### src/hdl/wfbr_pkg.sv
// ----------------------------------------------------------------------------
// wfbr_pkg: shared definitions for the windowed flow byte ranker
// Sizes, field widths, result status codes and the command and status
// groups that pass between the controller and the datapath.
// ----------------------------------------------------------------------------
`default_nettype none

package wfbr_pkg;

  localparam int FLOW_ENTRIES = 256;
  localparam int HIST_DEPTH   = 4096;
  localparam int TOP_N        = 5;

  localparam int FAW = $clog2(FLOW_ENTRIES);
  localparam int HAW = $clog2(HIST_DEPTH);
  localparam int TIW = (TOP_N > 1) ? $clog2(TOP_N) : 1;
  localparam int TN_PAD = 2 ** TIW;

  localparam int KEY_W  = 312;
  localparam int LEN_W  = 16;
  localparam int TIME_W = 48;
  localparam int TOT_W  = 32;
  localparam int WIN_W  = 32;
  localparam int IN_W   = 376;
  localparam int OUT_W  = 352;

  localparam logic [WIN_W-1:0] WINDOW_RESET = 32'd500000;

  localparam int PADDR_W = 3;
  localparam logic [PADDR_W-1:0] ADDR_WINDOW = 3'd0;

  typedef enum logic [1:0] {
    ST_COUNTED   = 2'd0,
    ST_REPORT    = 2'd1,
    ST_FLOW_FULL = 2'd2,
    ST_HIST_FULL = 2'd3
  } status_e;

  typedef struct packed {
    logic latch_in;
    logic age_ret;
    logic age_sub;
    logic sort_start;
    logic pack_run;
    logic sort_run;
    logic sort_fin;
    logic srch_start;
    logic srch_run;
    logic decide;
    logic add;
    logic rank_start;
    logic rank_run;
    logic out_load;
    logic rep_out;
  } wfbr_cmd_t;

  typedef struct packed {
    logic hist_empty;
    logic age_expired;
    logic ret_valid;
    logic sort_done;
    logic srch_done;
    logic refused;
    logic counted;
    logic rank_done;
    logic rep_empty;
    logic rep_last;
    logic out_free;
  } wfbr_sts_t;

endpackage

`default_nettype wire

### src/hdl/wfbr_ctrl.sv
// ----------------------------------------------------------------------------
// wfbr_ctrl: sequencing state machine
// Steps one item through aging, list packing, key lookup, accounting,
// re-ranking and result hand-off, or through the report walk.
// ----------------------------------------------------------------------------
`default_nettype none

module wfbr_ctrl (
  input  wire logic                clk_i,
  input  wire logic                rst_ni,
  input  wire logic                in_valid_i,
  input  wire logic                in_report_i,
  output logic                     in_ready_o,
  input  wire wfbr_pkg::wfbr_sts_t sts_i,
  output wfbr_pkg::wfbr_cmd_t      cmd_o
);

  typedef enum logic [12:0] {
    S_IDLE    = 13'b0000000000001,
    S_AGE_RD  = 13'b0000000000010,
    S_AGE_CHK = 13'b0000000000100,
    S_AGE_SUB = 13'b0000000001000,
    S_PACK    = 13'b0000000010000,
    S_SRCH    = 13'b0000000100000,
    S_DECIDE  = 13'b0000001000000,
    S_ADD     = 13'b0000010000000,
    S_SORT    = 13'b0000100000000,
    S_RANK    = 13'b0001000000000,
    S_OUT     = 13'b0010000000000,
    S_REP_RD  = 13'b0100000000000,
    S_REP_OUT = 13'b1000000000000
  } state_e;

  state_e state_q, state_d;

  always_comb begin
    state_d    = state_q;
    cmd_o      = '0;
    in_ready_o = 1'b0;
    case (state_q)
      S_IDLE: begin
        in_ready_o = 1'b1;
        if (in_valid_i) begin
          cmd_o.latch_in = 1'b1;
          state_d = in_report_i ? S_REP_RD : S_AGE_RD;
        end
      end
      S_AGE_RD: begin
        if (sts_i.hist_empty) begin
          cmd_o.sort_start = 1'b1;
          state_d = S_PACK;
        end else begin
          state_d = S_AGE_CHK;
        end
      end
      S_AGE_CHK: begin
        if (sts_i.age_expired) begin
          cmd_o.age_ret = 1'b1;
          state_d = sts_i.ret_valid ? S_AGE_SUB : S_AGE_RD;
        end else begin
          cmd_o.sort_start = 1'b1;
          state_d = S_PACK;
        end
      end
      S_AGE_SUB: begin
        cmd_o.age_sub = 1'b1;
        state_d = S_AGE_RD;
      end
      S_PACK: begin
        cmd_o.pack_run = 1'b1;
        if (sts_i.sort_done) begin
          cmd_o.sort_fin   = 1'b1;
          cmd_o.srch_start = 1'b1;
          state_d = S_SRCH;
        end
      end
      S_SRCH: begin
        cmd_o.srch_run = 1'b1;
        if (sts_i.srch_done) begin
          state_d = S_DECIDE;
        end
      end
      S_DECIDE: begin
        cmd_o.decide = 1'b1;
        if (sts_i.refused) begin
          cmd_o.sort_start = 1'b1;
          state_d = S_SORT;
        end else begin
          state_d = S_ADD;
        end
      end
      S_ADD: begin
        cmd_o.add        = 1'b1;
        cmd_o.sort_start = 1'b1;
        state_d = S_SORT;
      end
      S_SORT: begin
        cmd_o.sort_run = 1'b1;
        if (sts_i.sort_done) begin
          cmd_o.sort_fin = 1'b1;
          if (sts_i.counted) begin
            cmd_o.rank_start = 1'b1;
            state_d = S_RANK;
          end else begin
            state_d = S_OUT;
          end
        end
      end
      S_RANK: begin
        cmd_o.rank_run = 1'b1;
        if (sts_i.rank_done) begin
          state_d = S_OUT;
        end
      end
      S_OUT: begin
        if (sts_i.out_free) begin
          cmd_o.out_load = 1'b1;
          state_d = S_IDLE;
        end
      end
      S_REP_RD: begin
        state_d = sts_i.rep_empty ? S_IDLE : S_REP_OUT;
      end
      S_REP_OUT: begin
        if (sts_i.out_free) begin
          cmd_o.rep_out = 1'b1;
          state_d = sts_i.rep_last ? S_IDLE : S_REP_RD;
        end
      end
      default: begin
        state_d = S_IDLE;
      end
    endcase
  end

  always_ff @(posedge clk_i or negedge rst_ni) begin
    if (!rst_ni) begin
      state_q <= S_IDLE;
    end else begin
      state_q <= state_d;
    end
  end

endmodule

`default_nettype wire

### config.mk
export PLATFORM = sky130hd
export DESIGN_NAME = wfbr_ctrl
export DESIGN_NICKNAME = d
export VERILOG_FILES = /design/src/hdl/wfbr_pkg.sv /design/src/hdl/wfbr_ctrl.sv
export SDC_FILE = /design/constraint.sdc
export NUM_CORES = 1
export LEC_CHECK = 0
export BUFFER_PORTS_ARGS = -buffer_cell sky130_fd_sc_hd__buf_2
export CAP_MARGIN = 40
export CORE_MARGIN = 8
export CORE_UTILIZATION = 54
export DETAILED_ROUTE_END_ITERATION = 10
export PLACE_DENSITY = 0.93
export SYNTH_ARGS = -nofsm -noshare
export SYNTH_HDL_FRONTEND = slang
export SYNTH_SLANG_ARGS = --single-unit
### constraint.sdc
create_clock -name clk_i -period 4.7 [get_ports clk_i]
set_input_delay 0.235 -clock clk_i [delete_from_list [all_inputs] [get_ports clk_i]]
set_output_delay 0.235 -clock clk_i [all_outputs]
set_load 0.01 [all_outputs]
**Word level (Yosys, flattened, before mapping)**

Index checks and enable logic that the tools add are counted.

- $add $sub $neg: 0
- Multiply operators: 0
- Divide/modulo/power cells: 0
- Order comparisons: 0
- Equal/unequal tests: 20
- Shift-type cells: 0
- Multiplexer cells: 42
- Bitwise logic cells: 0
- Reduce and logical (&&, ||, !) cells: 1

Operators with widths:

| operator | count |
|---|---|
| 13-bit case mux with 13 select lines | 1 |
| 13-bit two-way mux | 8 |
| 12-bit two-way mux | 2 |
| 1-bit two-way mux | 23 |
| 2-bit inequality test, second input constant | 7 |
| 13-bit by 1-bit == test with 1-bit output, second input constant | 1 |
| 13-bit by 10-bit == test with 1-bit output, second input constant | 1 |
| 13-bit by 11-bit == test with 1-bit output, second input constant | 1 |
| 13-bit by 12-bit == test with 1-bit output, second input constant | 1 |
| 13-bit == test, second input constant | 1 |
| 13-bit by 2-bit == test with 1-bit output, second input constant | 1 |
| 13-bit by 3-bit == test with 1-bit output, second input constant | 1 |
| 13-bit by 4-bit == test with 1-bit output, second input constant | 1 |
| 13-bit by 5-bit == test with 1-bit output, second input constant | 1 |
| 13-bit by 6-bit == test with 1-bit output, second input constant | 1 |
| 13-bit by 7-bit == test with 1-bit output, second input constant | 1 |
| 13-bit by 8-bit == test with 1-bit output, second input constant | 1 |
| 13-bit by 9-bit == test with 1-bit output, second input constant | 1 |
| 11-bit two-way mux | 1 |
| 5-bit two-way mux | 2 |
| 9-bit two-way mux | 1 |
| 7-bit AND reduction | 1 |
| 4-bit two-way mux | 1 |
| 1-bit case mux with 4 select lines | 1 |
| other kinds (2) | 2 |

- Register bits after elaboration: 13
- Latch bits: 0
- Memory bits (writable): 0
- ROM bits: 0
- Input port bits: 15
- Output and inout bits: 16
- Word-level logic and storage cells: 64
- Memories: 0

**Depth between registers and ports, before layout**

- Depth in word-level cells: 3
- Gate-level depth with buffers: 6
- Mapped depth without buffers: 5

**Worst setup path before layout**

OpenSTA, ideal clock, no wires.

- Path type: reg2out
- From: register state_q[2]
- To: output cmd_o[7] in the netlist's numbering
- Data arrival time: 1.908 ns
- Required time: 4.465 ns
- Slack: 2.557 ns
- Stages on the path, launching flop included: 6
- Path buffers: 1
- Cells stage by stage: dfrtp_1 > buf_2 > or4_1 > or4_1 > nor3_1 > and2_1

RTL lines:

| element | RTL line | RTL |
|---|---|---|
| from (decl) | wfbr_ctrl.sv:34 | `state_e state_q, state_d;` |
| from (signal assigned) | wfbr_ctrl.sv:140 | `state_q <= state_d;` |
| to (decl) | wfbr_ctrl.sv:15 | `output wfbr_pkg::wfbr_cmd_t cmd_o` |

==> qor.txt <==
Router iterations before antenna repair: 4
First-pass GRT wire length: 4712 um
Worst min path class: in2reg
DR top layer: met4
Post-DP HPWL: 2213 um
Total Nets Final: 167
Chip height: 59.59 um
DRC: 0
Most flops, register: state_q
Post-Syn Instances: 121
Routed vias/inst: 6.097
Final setup vio count: 0
CP delay by family, top: simple AND/OR/NAND/NOR gates
Achievable Freq: 368.6 MHz
Worst stage delay on the critical path: 580 ps
Clock Latency Late Sink: 290 ps
N_diodes: 0
Crit path required time: 4470 ps
Final hold vios: 0
Critical path endpoint category: output pin
Vias post-DR: 1073
Crit path kind: reg2out
MaxCap Viol Count: 0
FF-to-FF End: state_q[10]$_DFFE_PN0P_
Arrival time at the worst endpoint: 2480 ps
Setup Skew: 11.00 ps
Distinct cells, synth: 44
Tmin final: 2713 ps
Slowest-stage cell, CP: or4_1
Initial core utilization: 58.16%
Antenna violations before repair: 0
Clock root cell: clkbuf_4
M1 WL: 1181 um
Finished layout cell area: 1215 um2
Worst path depth: 6
Vias in the first global route: 1075
Post-synthesis cell area: 1026 um2
Status: complete, no violations
Fin Setup TNS: 0 ps
Clock slew at reported path FFs: 90 ps
Buffers & Inverters on Critical Path: 1
Max reg flops: 13
WL per Instance: 16.25 um
Synthesis warning total: 0
Net Count, Synth: 136
Detail Route Antenna Nets: 0
RD Place Congestion: 0.8872
Synthesized area per cell: 8.479 um2
Tightest Pin Transition: 752.3 ps
Biggest regs: state_q: 13 flops
Crit-path cells: nor4_2 > nand2b_1 > or4_1 > or2_1 > nand2_1 > buf_2
Core area: 1764 um2
Worst hold slack: 114.4 ps
Largest net degree at the start of global routing: 14
Max_slew headroom: 49.43%
Post-CTS setup buffer count: 0
RSZ-0062 raised after global routing: false
Sequential area share after synthesis: 31.83%
Die ar.: 3551 um2
Max FO, Critical Path: 7
IO Pins: 31
Htree depth: 1
Final period util: 57.73%
Die Width: 59.59 um
Share of cells above drive strength 1: 26.49%
Max Transition Viols Final: 0
Input/output buffers: 30
Total GRT Usage: 17.33%
Clock Sinks: 13
Placement Cell Area: 1179 um2
CTS tree: built
Number of CTS-inserted buffers: 3
Critical Path Source: state_q[9]$_DFFE_PN0P_
Most used DFF post-synth: dfrtp_1
Met2 wire len: 1401 um
Worst setup SP type: register
Clock Tree Buf Depth: 2
Initial DRC count: 62
Detailed-routed wire length on met3: 236 um
Crit path to: cmd_o[11]
R2R depth: 5
Flops & latches, synth: 13
Reg2reg start: state_q[4]$_DFFE_PN0P_
Area growth syn-to-layout: 18.42%
LEAKAGE: 0.6104 nW
R2r setup slk: 2420 ps
Total grt overflow: 0
Async S/R FF share, synth: 100.0%
Filler instances: 147
Post-synth EDFFs: 0
Row cnt: 15
PwrDens: 387.7 nW/um2
Max VDD drop: 0.3221 mV
DRT Wirelength: 2860 um
-- where the power goes --
| group | leakage (nW) | internal, mW | switching (mW) |
|---|---|---|---|
| combinational | 0.419 | 0.106 | 0.133 |
| clock | 0.0150 | 0.0330 | 0.0392 |
| sequential | 0.177 | 0.129 | 0.0306 |
| total | 0.610 | 0.268 | 0.203 |
-- layout by cell type, fill, tap and decap left out, types with 2 or more instances in the layout --
cell type	n
xor2_1	4
or4_1	5
nor4b_1	3
clkbuf_4	3
or2_1	3
nor3_1	7
nor2b_1	2
dfrtp_1	12
o21ai_0	6
buf_2	30
and2_1	6
nor4_1	5
nor2_1	12
and3_1	4
o21ai_1	2
nand2_1	6
inv_1	6
nor4_2	2
nand2b_1	5
a31oi_1	2
nand4_1	2
-- per-layer routing --
metal / global-route usage (%) / vias up
met1: 19.48 / 502
met5: 0 / -
met3: 5.857 / 6
met2: 28.04 / 59
met4: 9.184 / 0
li1: - / 506
-- synthesized netlist by cell type, types with 3 or more instances --
library cell  instances  area (um2)
or4_1                 5       37.54
nor2_1               12       45.04
inv_1                 6       22.52
xor2_1                4       35.03
or2_1                 3       18.77
o21ai_0               6       30.03
nor3_1                7       35.03
nor4b_1               3       26.28
dfrtp_1              12       300.3
and2_1                6       37.54
and3_1                4       25.02
nor4_1                5       31.28
nand2b_1              5       31.28
nand2_1               6       22.52
-- worst reg2reg max path: cells and delay by family, from the launching register on --
kind             cells  cell delay [ps]
AND/OR/NAND/NOR      3             1190
AO/OA/AOI/OAI        1              230
multiplexers         1              310
flip-flops           1              450
-- layout make-up --
class	instances	area, um2	share of cell area (%)
sequential	13	326.6	26.88
tap	25	31.28	2.575
clock buffer	4	26.28	2.163
timing repair buffer	31	160.2	13.18
inverter	6	22.52	1.854
multi-input combinational	97	648.1	53.35
-- per-stage QoR --
step / setup slack, ps / utilization [%] / cells / power, mW
finish: 1987 / 68.87 / 176 / 0.4711
global route: 1881 / 68.87 / 176 / 0.5043
CTS: 2007 / 68.87 / 176 / 0.4664
detailed placement: 2341 / 66.81 / 171 / 0.3936
global placement: 2421 / 66.81 / 171 / 0.3839
floorplan: 2557 / - / 121 / 0.3314
-- what timing repair did --
| item | 4_1_cts | 5_1_grt |
|---|---|---|
| gates resized for setup | 0 | 0 |
| hold buffers | 1 | 0 |
| hold endpoints to repair | 12 | 0 |
-- how the worst min path moves through the flow --
stage,start,endpoint,slack (ps),cells after the start
6_report,sts_i[5],state_q[7]$_DFFE_PN0P_,110,2
5_1_grt,sts_i[10],state_q[2]$_DFFE_PN0P_,110,2
3_3_place_gp,rst_ni,state_q[7]$_DFFE_PN0P_,140,1
2_1_floorplan,rst_ni,state_q[10]$_DFFE_PN0P_,-60,0
4_1_cts,sts_i[10],state_q[2]$_DFFE_PN0P_,110,2
3_5_place_dp,rst_ni,state_q[2]$_DFFE_PN0P_,140,1
-- cells by family after synthesis --
kind of cell | after synthesis | share of synthesized area [%]
DFF | 13 | 31.83
AOI/OAI and AO/OA | 19 | 13.05
muxes | 1 | 1.463
buffers and inverters | 11 | 5.000
xor gates and xnor gates | 5 | 4.268
and+or+nand+nor | 72 | 44.39
No activity file was read; power rests on OpenSTA's default activity.
